`src/rtl/diff_drive_incremental_pid_assert.svh`:
```
// Assertion macros used by the top-level RTL of the wheel speed controller.
`ifndef DIFF_DRIVE_INCREMENTAL_PID_ASSERT_SVH
`define DIFF_DRIVE_INCREMENTAL_PID_ASSERT_SVH

// The consequent holds in the same cycle as the antecedent.
`define DDPID_ASSERT_IMP(lbl, ante, cons) \
  lbl: assert property (@(posedge clk_i) disable iff (!rst_ni) (ante) |-> (cons)) \
    else $error("ddpid assertion failed");

// The consequent holds in the cycle after the antecedent.
`define DDPID_ASSERT_NXT(lbl, ante, cons) \
  lbl: assert property (@(posedge clk_i) disable iff (!rst_ni) (ante) |=> (cons)) \
    else $error("ddpid assertion failed");

`endif

```
`src/rtl/ddpid_pkg.sv`:
```
package ddpid_pkg;

  localparam int unsigned CfgAw = 5;
  localparam int unsigned DivNumW = 49;
  localparam int unsigned DivCntW = 6;

  localparam logic signed [65:0] DutyLimit = 66'sd6553600;

  typedef enum logic [2:0] {
    REG_PROP_GAIN    = 3'd0,
    REG_DERIV_GAIN   = 3'd1,
    REG_INTEG_GAIN   = 3'd2,
    REG_RECIP_RADIUS = 3'd3,
    REG_WHEEL_SEP    = 3'd4,
    REG_MAX_INTERVAL = 3'd5
  } reg_idx_e;

  typedef enum logic [1:0] {
    T_IDLE,
    T_KIN,
    T_LANES,
    T_OUT
  } top_state_e;

  typedef enum logic [2:0] {
    K_IDLE,
    K_P,
    K_WS,
    K_WSSAT,
    K_Q,
    K_SUM,
    K_ERR,
    K_DONE
  } kin_state_e;

  typedef enum logic [3:0] {
    L_IDLE,
    L_INTEG,
    L_PROP,
    L_IHI,
    L_ILO,
    L_DWAIT,
    L_DERIV,
    L_DACC,
    L_FINISH
  } lane_state_e;

  typedef struct packed {
    logic signed [31:0] prop;
    logic signed [31:0] deriv;
    logic signed [31:0] integ;
  } gains_t;

  typedef struct packed {
    logic start;
    logic clear;
  } lane_ctrl_t;

  function automatic logic signed [31:0] sat32(input logic signed [65:0] x);
    if (x > 66'sd2147483647) begin
      return 32'sh7FFF_FFFF;
    end
    if (x < -66'sd2147483648) begin
      return 32'sh8000_0000;
    end
    return x[31:0];
  endfunction

  function automatic logic signed [47:0] sat48(input logic signed [65:0] x);
    if (x > 66'sd140737488355327) begin
      return 48'sh7FFF_FFFF_FFFF;
    end
    if (x < -66'sd140737488355328) begin
      return 48'sh8000_0000_0000;
    end
    return x[47:0];
  endfunction

endpackage

```
`src/rtl/ddpid_div.sv`:
```
module ddpid_div (
  input  logic                                  clk_i,
  input  logic                                  rst_ni,
  input  logic                                  start_i,
  input  logic signed [ddpid_pkg::DivNumW-1:0]  num_i,
  input  logic        [23:0]                    den_i,
  output logic                                  done_o,
  output logic signed [31:0]                    quot_o
);

  logic                                busy_q, busy_d;
  logic                                fin_q, fin_d;
  logic [ddpid_pkg::DivCntW-1:0]       cnt_q, cnt_d;
  logic [ddpid_pkg::DivNumW-1:0]       mag_q, mag_d;
  logic [23:0]                         rem_q, rem_d;
  logic [23:0]                         den_q, den_d;
  logic                                neg_q, neg_d;
  logic signed [31:0]                  quot_q, quot_d;
  logic [24:0]                         trial;
  logic [24:0]                         diff;

  always_comb begin
    busy_d = busy_q;
    fin_d  = 1'b0;
    cnt_d  = cnt_q;
    mag_d  = mag_q;
    rem_d  = rem_q;
    den_d  = den_q;
    neg_d  = neg_q;
    quot_d = quot_q;
    trial  = {rem_q, mag_q[ddpid_pkg::DivNumW-1]};
    diff   = trial - {1'b0, den_q};
    if (start_i) begin
      busy_d = 1'b1;
      cnt_d  = ddpid_pkg::DivCntW'(ddpid_pkg::DivNumW);
      neg_d  = num_i[ddpid_pkg::DivNumW-1];
      mag_d  = num_i[ddpid_pkg::DivNumW-1] ? -num_i : num_i;
      rem_d  = '0;
      den_d  = den_i;
    end else if (busy_q) begin
      if (trial >= {1'b0, den_q}) begin
        rem_d = diff[23:0];
        mag_d = {mag_q[ddpid_pkg::DivNumW-2:0], 1'b1};
      end else begin
        rem_d = trial[23:0];
        mag_d = {mag_q[ddpid_pkg::DivNumW-2:0], 1'b0};
      end
      cnt_d = cnt_q - 1'b1;
      if (cnt_q == ddpid_pkg::DivCntW'(1)) begin
        busy_d = 1'b0;
        fin_d  = 1'b1;
      end
    end else if (fin_q) begin
      if (neg_q) begin
        if (mag_q > ddpid_pkg::DivNumW'(64'd2147483648)) begin
          quot_d = 32'sh8000_0000;
        end else begin
          quot_d = -$signed(mag_q[31:0]);
        end
      end else begin
        if (mag_q > ddpid_pkg::DivNumW'(64'd2147483647)) begin
          quot_d = 32'sh7FFF_FFFF;
        end else begin
          quot_d = $signed(mag_q[31:0]);
        end
      end
    end
  end

  logic done_q;

  always_ff @(posedge clk_i or negedge rst_ni) begin
    if (!rst_ni) begin
      busy_q <= 1'b0;
      fin_q  <= 1'b0;
      done_q <= 1'b0;
      cnt_q  <= '0;
    end else begin
      busy_q <= busy_d;
      fin_q  <= fin_d;
      done_q <= fin_q & ~start_i;
      cnt_q  <= cnt_d;
    end
  end

  always_ff @(posedge clk_i) begin
    mag_q  <= mag_d;
    rem_q  <= rem_d;
    den_q  <= den_d;
    neg_q  <= neg_d;
    quot_q <= quot_d;
  end

  assign done_o = done_q;
  assign quot_o = quot_q;

endmodule

```
`src/rtl/ddpid_lane.sv`:
```
module ddpid_lane (
  input  logic                  clk_i,
  input  logic                  rst_ni,
  input  ddpid_pkg::lane_ctrl_t ctrl_i,
  input  logic signed [31:0]    err_i,
  input  logic        [23:0]    dt_i,
  input  ddpid_pkg::gains_t     gains_i,
  output logic                  done_o,
  output logic                  busy_o,
  output logic signed [23:0]    duty_acc_o
);

  ddpid_pkg::lane_state_e state_q, state_d;
  logic signed [47:0] integ_q, integ_d;
  logic signed [31:0] prev_q, prev_d;
  logic signed [23:0] acc_q, acc_d;
  logic signed [65:0] sum_q, sum_d;
  logic signed [65:0] prod_q, prod_d;
  logic signed [31:0] rate_q, rate_d;
  logic               rate_vld_q, rate_vld_d;
  logic signed [32:0] mul_a, mul_b;
  logic signed [65:0] mul_p;
  logic signed [65:0] acc_sum;
  logic signed [32:0] err_diff;
  logic signed [ddpid_pkg::DivNumW-1:0] div_num;
  logic               div_done;
  logic signed [31:0] div_quot;

  assign err_diff = 33'(err_i) - 33'(prev_q);
  assign div_num  = {err_diff, 16'b0};

  ddpid_div u_div (
    .clk_i   (clk_i),
    .rst_ni  (rst_ni),
    .start_i (ctrl_i.start),
    .num_i   (div_num),
    .den_i   (dt_i),
    .done_o  (div_done),
    .quot_o  (div_quot)
  );

  always_comb begin
    state_d = state_q;
    case (state_q)
      ddpid_pkg::L_IDLE:   if (ctrl_i.start) state_d = ddpid_pkg::L_INTEG;
      ddpid_pkg::L_INTEG:  state_d = ddpid_pkg::L_PROP;
      ddpid_pkg::L_PROP:   state_d = ddpid_pkg::L_IHI;
      ddpid_pkg::L_IHI:    state_d = ddpid_pkg::L_ILO;
      ddpid_pkg::L_ILO:    state_d = ddpid_pkg::L_DWAIT;
      ddpid_pkg::L_DWAIT: begin
        if (dt_i == '0) begin
          state_d = ddpid_pkg::L_FINISH;
        end else if (rate_vld_q) begin
          state_d = ddpid_pkg::L_DERIV;
        end
      end
      ddpid_pkg::L_DERIV:  state_d = ddpid_pkg::L_DACC;
      ddpid_pkg::L_DACC:   state_d = ddpid_pkg::L_FINISH;
      ddpid_pkg::L_FINISH: state_d = ddpid_pkg::L_IDLE;
      default:             state_d = ddpid_pkg::L_IDLE;
    endcase
  end

  always_comb begin
    mul_a      = {err_i[31], err_i};
    mul_b      = $signed({9'b0, dt_i});
    integ_d    = integ_q;
    prev_d     = prev_q;
    acc_d      = acc_q;
    sum_d      = sum_q;
    prod_d     = prod_q;
    rate_d     = rate_q;
    rate_vld_d = rate_vld_q;
    acc_sum    = 66'(acc_q) + sum_q;
    if (ctrl_i.start) begin
      rate_vld_d = 1'b0;
    end else if (div_done) begin
      rate_d     = div_quot;
      rate_vld_d = 1'b1;
    end
    case (state_q)
      ddpid_pkg::L_IDLE: begin
        if (ctrl_i.clear) begin
          integ_d = '0;
          prev_d  = '0;
        end
      end
      ddpid_pkg::L_INTEG: begin
        prod_d = mul_p;
      end
      ddpid_pkg::L_PROP: begin
        integ_d = ddpid_pkg::sat48(66'(integ_q) + (prod_q >>> 16));
        mul_a   = {gains_i.prop[31], gains_i.prop};
        mul_b   = {err_i[31], err_i};
        prod_d  = mul_p;
      end
      ddpid_pkg::L_IHI: begin
        sum_d  = prod_q >>> 16;
        mul_a  = {gains_i.integ[31], gains_i.integ};
        mul_b  = {integ_q[47], integ_q[47:16]};
        prod_d = mul_p;
      end
      ddpid_pkg::L_ILO: begin
        sum_d  = sum_q + prod_q;
        mul_a  = {gains_i.integ[31], gains_i.integ};
        mul_b  = $signed({17'b0, integ_q[15:0]});
        prod_d = mul_p;
      end
      ddpid_pkg::L_DWAIT: begin
        sum_d  = sum_q + (prod_q >>> 16);
        prod_d = '0;
      end
      ddpid_pkg::L_DERIV: begin
        mul_a  = {gains_i.deriv[31], gains_i.deriv};
        mul_b  = {rate_q[31], rate_q};
        prod_d = mul_p;
      end
      ddpid_pkg::L_DACC: begin
        sum_d = sum_q + (prod_q >>> 16);
      end
      ddpid_pkg::L_FINISH: begin
        prev_d = err_i;
        if (acc_sum > ddpid_pkg::DutyLimit) begin
          acc_d = ddpid_pkg::DutyLimit[23:0];
        end else if (acc_sum < -ddpid_pkg::DutyLimit) begin
          acc_d = 24'(-ddpid_pkg::DutyLimit);
        end else begin
          acc_d = acc_sum[23:0];
        end
      end
      default: begin
      end
    endcase
  end

  assign mul_p = mul_a * mul_b;

  always_ff @(posedge clk_i or negedge rst_ni) begin
    if (!rst_ni) begin
      state_q    <= ddpid_pkg::L_IDLE;
      integ_q    <= '0;
      prev_q     <= '0;
      acc_q      <= '0;
      rate_vld_q <= 1'b0;
    end else begin
      state_q    <= state_d;
      integ_q    <= integ_d;
      prev_q     <= prev_d;
      acc_q      <= acc_d;
      rate_vld_q <= rate_vld_d;
    end
  end

  always_ff @(posedge clk_i) begin
    sum_q  <= sum_d;
    prod_q <= prod_d;
    rate_q <= rate_d;
  end

  assign done_o     = (state_q == ddpid_pkg::L_FINISH);
  assign busy_o     = (state_q != ddpid_pkg::L_IDLE);
  assign duty_acc_o = acc_q;

endmodule

```
`config.mk`:
```
export PLATFORM = sky130hd
export DESIGN_NAME = ddpid_lane
export DESIGN_NICKNAME = d
export VERILOG_FILES = /design/src/rtl/diff_drive_incremental_pid_assert.svh /design/src/rtl/ddpid_pkg.sv /design/src/rtl/ddpid_div.sv /design/src/rtl/ddpid_lane.sv
export SDC_FILE = /design/constraint.sdc
export NUM_CORES = 2
export LEC_CHECK = 0
export BUFFER_PORTS_ARGS = -buffer_cell sky130_fd_sc_hd__buf_2
export CORE_MARGIN = 3
export CORE_UTILIZATION = 50
export CTS_CLUSTER_DIAMETER = 60
export DETAILED_ROUTE_END_ITERATION = 12
export PLACE_DENSITY = 0.66
export SLEW_MARGIN = 20
export SYNTH_ARGS = -nofsm -noshare
export SYNTH_HDL_FRONTEND = slang
export SYNTH_HIERARCHICAL = 1
export SYNTH_SLANG_ARGS = --single-unit
```
`constraint.sdc`:
```
create_clock -name clk_i -period 13.19 [get_ports clk_i]
set_input_delay 1.319 -clock clk_i [delete_from_list [all_inputs] [get_ports clk_i]]
set_output_delay 1.319 -clock clk_i [all_outputs]
set_load 0.05 [all_outputs]
```
After elaboration in Yosys (flattened, before gate mapping)

Cells that the tools add are included.

Bits in registers: 412
Input bits: 156

Bitwise gates (word level): 3
Magnitude comparators: 7
Reductions and logical operators: 17
Add/sub/neg operators: 9
Equal/unequal tests: 12
$mul: 1
Mux-type cells: 41

Operators by type and width:

| kind                 | number |
|---|---|
| $mux 48              | 5 |
| $pmux 66 s3          | 1 |
| $mux 49              | 3 |
| $pmux 33 s4          | 1 |
| $pmux 66 s2          | 1 |
| $mux 32              | 4 |
| $pmux 33 s3          | 1 |
| $pmux 48 s2          | 1 |
| $mux 24              | 3 |
| $add 24x66->66       | 1 |
| $add 66x50->66       | 1 |
| $add 66x66->66       | 1 |
| $gt 66x24->1 const B | 1 |
| $lt 66x24->1 const B | 1 |
| $mul 33x33->66       | 1 |
| $pmux 32 s2          | 1 |
| $add 48x50->51       | 1 |
| $gt 51x48->1 const B | 1 |
| $lt 51x48->1 const B | 1 |
| $gt 49x31->1 const B | 1 |
| $gt 49x32->1 const B | 1 |
| $neg 49->49          | 1 |
| $sub 32x32->33       | 1 |
| $neg 32->32          | 1 |
| 25 further kinds     | 55 |

Depth between registers and ports, before layout

Depth after elaboration: 9
Gate-level depth with buffers: 42
Mapped depth without buffers: 38

Hierarchy

The synthesis kept the hierarchy.

By module, submodules not included:

| module     | cells an instance | area each (µm²) | instances | sequential area each (µm²) |
|---|---|---|---|---|
| ddpid_lane | 7039              | 61938.2         | 1         | 7652.3 |
| ddpid_div  | 958               | 8808.4          | 1         | 3888.7 |

Worst setup path after synthesis

No wires, ideal clock.

Path type: flip-flop to flip-flop
Start: register state_q[2]
End: register prod_q[64], data pin
Setup slack: 2.462 ns
Setup time: 0.266 ns
Required time: 12.924 ns
Arrival: 10.462 ns
Stages on the path, launching flop included: 38
Path buffers: 5
Path through: dfrtp_1 -> clkbuf_1 -> nor2b_1 -> nor3b_1 -> or2_2 -> clkbuf_1 -> clkbuf_1 -> clkbuf_1 -> a21oi_1 -> o21ai_1 -> clkbuf_1 -> nor2_1 -> fa_1 -> fa_1 -> fa_1 -> inv_1 -> fa_1 -> fa_1 -> [2 not listed] -> fa_1 -> inv_1 -> fa_1 -> inv_1 -> ha_1 -> nand2_1 -> nor2_1 -> nand3_1 -> or3_1 -> a31oi_1 -> o21ai_0 -> o311a_1 -> o311a_1 -> nor3_1 -> a31oi_1 -> o21ai_0 -> xnor2_1 -> nor2_1

Longest elaborated chain between the ends: 5

RTL lines:

| element                                  | line              | RTL |
|---|---|---|
| from (decl)                              | ddpid_lane.sv:13  | `ddpid_pkg::lane_state_e state_q, state_d;` |
| from (signal assigned)                   | ddpid_lane.sv:140 | `state_q <= ddpid_pkg::L_IDLE;` |
| from (signal assigned)                   | ddpid_lane.sv:146 | `state_q <= state_d;` |
| $eq 4x3->1 or $eq 4x2->1 (tied branches) | ddpid_lane.sv:81  | `case (state_q)` |
| $reduce_or 2->1 (no line)                | n/a               |  |
| $pmux 33 s3                              | ddpid_lane.sv:81  |  |
| $mul 33x33->66                           | ddpid_lane.sv:136 | `assign mul_p = mul_a * mul_b;` |
| $pmux 66 s2 (*)                          | ddpid_lane.sv:81  |  |
| to (signal assigned)                     | ddpid_lane.sv:156 | `prod_q <= prod_d;` |
| to (decl)                                | ddpid_lane.sv:18  | `logic signed [65:0] prod_q, prod_d;` |

Every way passes the cells marked *; elsewhere a longest branch is shown, timed or not.
A chain may end at the register's enable or synchronous reset.

Worst setup path after layout

Start: register state_q[2]
End: register prod_q[62], data pin

The elaborated chain is that of the path after synthesis.

==> results.sh <==
export IMPL_dp_slack_ns=1.116
export IMPL_crit_top_cell="fa_1"
export IMPL_cts_tree="done"
export IMPL_ant_nets=0
export IMPL_start_util_pct=50.52
export IMPL_rsz0062_at_grt="no"
export IMPL_grt_pass1_vias=60430
export IMPL_die_area_mm2=0.1460
export IMPL_antenna_found_initial=8
export IMPL_slowest_stage="nor2_4"
export IMPL_grt_max_degree=67
export IMPL_worstPathRequired_ns=13.57
export IMPL_clk_pin_slew_ns=0.06
export IMPL_crit_path_start="state_q[2]"
export IMPL_worst_pin_slew_ns=1.170
export IMPL_fin_worst_skew_ns=0.06541
export IMPL_worstSetupStartpointType="flip-flop"
export IMPL_io_buffers=181
export IMPL_drt_initial_drc_count=5477
export IMPL_tns_ns=0
export IMPL_synth_edf_count=270
export IMPL_vias=59170
export IMPL_drcViolationCount=0
export IMPL_grt_first_pass_wirelength_um=370300
export IMPL_synth_seq_cells=412
export IMPL_insertion_delay_ns=0.65
export IMPL_gp_congestion=1.019
export IMPL_routedWlPerCell_um=24.54
export IMPL_crit_fanout=31
export IMPL_h_tree_depth=2
export IMPL_wl_um=245600
export IMPL_area_growth_pct=7.693
export IMPL_grt_overflow_total=0
export IMPL_drive_gt1_share_pct=7.543
export IMPL_cts_resized=0
export IMPL_async_flop_share_pct=28.64
export IMPL_avgSynthCellArea_um2=8.847
export IMPL_path_class="flip-flop to flip-flop"
export IMPL_worstRegToRegCells=34
export IMPL_die_w_um=382.2
export IMPL_drt_first_pass_iters=8
export IMPL_hp_class="flip-flop to flip-flop"
export IMPL_hpwlAfterDp_um=200000
export IMPL_core_area_mm2=0.1400
export IMPL_drv_slew=0
export IMPL_syn_instance_count=7997
export IMPL_ios=182
export IMPL_cts_sinks=412
export IMPL_ys_seq_area_share_pct=16.31
export IMPL_clock_fmax_ghz=0.08197
export IMPL_crit_cells=34
export IMPL_rows=137
export IMPL_critPathBufInv=5
export IMPL_status="finished, final reports clean"
export IMPL_finalCriticalPeriod_ns=12.20
export IMPL_cp_arrival_ns=12.58
export IMPL_cap_violations=0
export IMPL_critPathCaptureType="flip-flop"
export IMPL_critPathCapture="prod_q[62]"
export IMPL_reg2reg_from="state_q[2]"
export IMPL_reg2reg_to="prod_q[62]"
export IMPL_worst_r2r_setup_slack_ns=0.99
export IMPL_cts_setup_buffers=0
export IMPL_hold_buffers=0
export IMPL_synth_ff_type="edfxtp_1"
export IMPL_nets=9825
export IMPL_root_buffer="clkbuf_16"
export IMPL_clockBufferDepth=3
export IMPL_chipHeight_um=382.2
export IMPL_finalHoldViolCount=0
export IMPL_setup_ws_ns=0.9909
export IMPL_period_share_pct=92.49
export IMPL_synth_distinct_cells=107
export IMPL_critPathTopFamily="adder cells"
export IMPL_utilization_pct=54.40
export IMPL_vias_per_cell=5.913
export IMPL_syn_area_mm2=0.07075
export IMPL_yosys_warnings=6
export IMPL_numCtsBuffers=51
export IMPL_setup_viol=0
export IMPL_cpPeakStageDelay_ns=0.69
export IMPL_slew_limit_headroom_pct=22.01
export IMPL_grt_use_total_pct=33.60
==> registers in the layout, indices dropped and copies added (netlist names), 6 cells and up <==
register,cells
prod_q,66
sum_q,66
u_div/mag_q,49
integ_q,48
prev_q,32
rate_q,32
u_div/quot_o,32
duty_acc_o,24
u_div/den_q,24
u_div/rem_q,24
u_div/cnt_q,6
==> metrics by stage <==
step                      instance area (um^2)  instances  hold slack, ns
after detailed placement                 74310       9906          0.4045
after floorplan                          70960       8054          0.4003
after global placement                   74290       9905          0.4008
final                                    76190      10010          0.4185
after CTS                                76160      10000          0.4190
after global routing                     76180      10000          0.4267
==> worst min-delay path by stage <==
stage / startpoint / to / cells after the start
2_1_floorplan: u_div/quot_o[0] / rate_q[0] / 0
3_3_place_gp: u_div/quot_o[12] / rate_q[12] / 0
3_5_place_dp: u_div/quot_o[0] / rate_q[0] / 0
4_1_cts: u_div/quot_o[31] / rate_q[31] / 0
5_1_grt: u_div/quot_o[27] / rate_q[27] / 0
6_report: u_div/quot_o[31] / rate_q[31] / 0
==> synth_stat cells (17+ instances only) <==
library cell,instances,share of area (%)
fa_1,1127,32
o21ai_0,269,1.9
nor2_1,910,4.8
and2_1,76,0.67
dfrtp_1,118,4.2
a31oi_1,40,0.35
mux2_2,54,0.86
a21o_1,176,1.9
buf_1,26,0.14
buf_2,21,0.15
xnor2_1,161,2.0
clkbuf_1,314,1.7
nand2_1,854,4.5
nor2b_1,39,0.34
o21ai_1,50,0.35
mux2i_1,69,0.98
a22o_1,36,0.45
o211ai_1,31,0.33
or3_1,41,0.36
dfxtp_1,24,0.68
nand2b_1,59,0.52
and4_1,17,0.21
nand3_1,109,0.77
a21oi_1,410,2.9
ha_1,458,8.1
inv_1,1274,6.8
o21a_1,63,0.67
and3_1,35,0.31
edfxtp_1,270,11
o21bai_1,52,0.55
nand4_1,65,0.57
a221o_1,72,1.0
a211oi_1,46,0.49
or2_2,27,0.24
nor4_1,40,0.35
a221oi_1,23,0.28
xor2_1,132,1.6
o31ai_1,33,0.35
nor3_1,103,0.73
a211o_1,17,0.21
==> logic make-up after synthesis <==
group / count (synthesis) / synth area share [%]
adder cells (fa/ha/maj): 1585 / 39.99
flip-flops: 412 / 16.31
other: 1 / 0.005301
buffers and inverters: 1640 / 8.765
XOR/XNOR: 293 / 3.627
multiplexers: 123 / 1.836
AND/OR/NAND/NOR: 2447 / 15.40
AO/OA/AOI/OAI: 1496 / 14.07
==> per-layer routing <==
layer / wire length, um / vias up / global-route usage, % / part of all wire [%]
li1: - / 26390 / - / -
met2: 110300 / 2741 / 53.10 / 45
met5: 28 / - / 0 / 0.011
met3: 22510 / 686 / 7.288 / 9.2
met4: 18710 / 4 / 20.79 / 7.6
met1: 94020 / 29360 / 42.15 / 38
==> final cells by class <==
| cell class | instances | area (um^2) |
|---|---|---|
| Antenna cell | 4 | 10.01 |
| Clock buffer | 64 | 1406 |
| Clock inverter | 32 | 442.9 |
| Fill cell | 12990 | 63860 |
| Inverter | 1275 | 4787 |
| Multi-Input combinational cell | 6002 | 53500 |
| Sequential cell | 412 | 11540 |
| Tap cell | 1876 | 2347 |
| Timing Repair Buffer | 342 | 2156 |
==> cells in the final DEF (no fill, tap or decap), types with 27 or more instances in the layout <==
cell,n
mux2i_1,69
o21ai_0,259
o21a_1,62
and3_1,35
o31ai_1,33
nand4_1,65
o21bai_1,52
nor4_1,40
fa_1,1127
a31oi_1,37
a21o_1,176
nand2b_1,57
a22o_1,36
dfrtp_1,117
and2_1,76
nand2_1,852
or3_1,40
a21oi_1,403
nor3_1,102
a211oi_1,45
conb_1,58
nand3_1,109
edfxtp_1,270
o21ai_1,43
o211ai_1,31
nor2b_1,38
buf_4,159
xnor2_1,161
ha_1,458
nor2_1,909
clkbuf_16,52
a221o_1,72
inv_1,1273
buf_2,179
mux2_2,54
xor2_1,132
or2_2,27
Power is left out: the tool's default activity adds up to more than one toggle a clock period on the data nets, which glitch-free logic cannot reach.
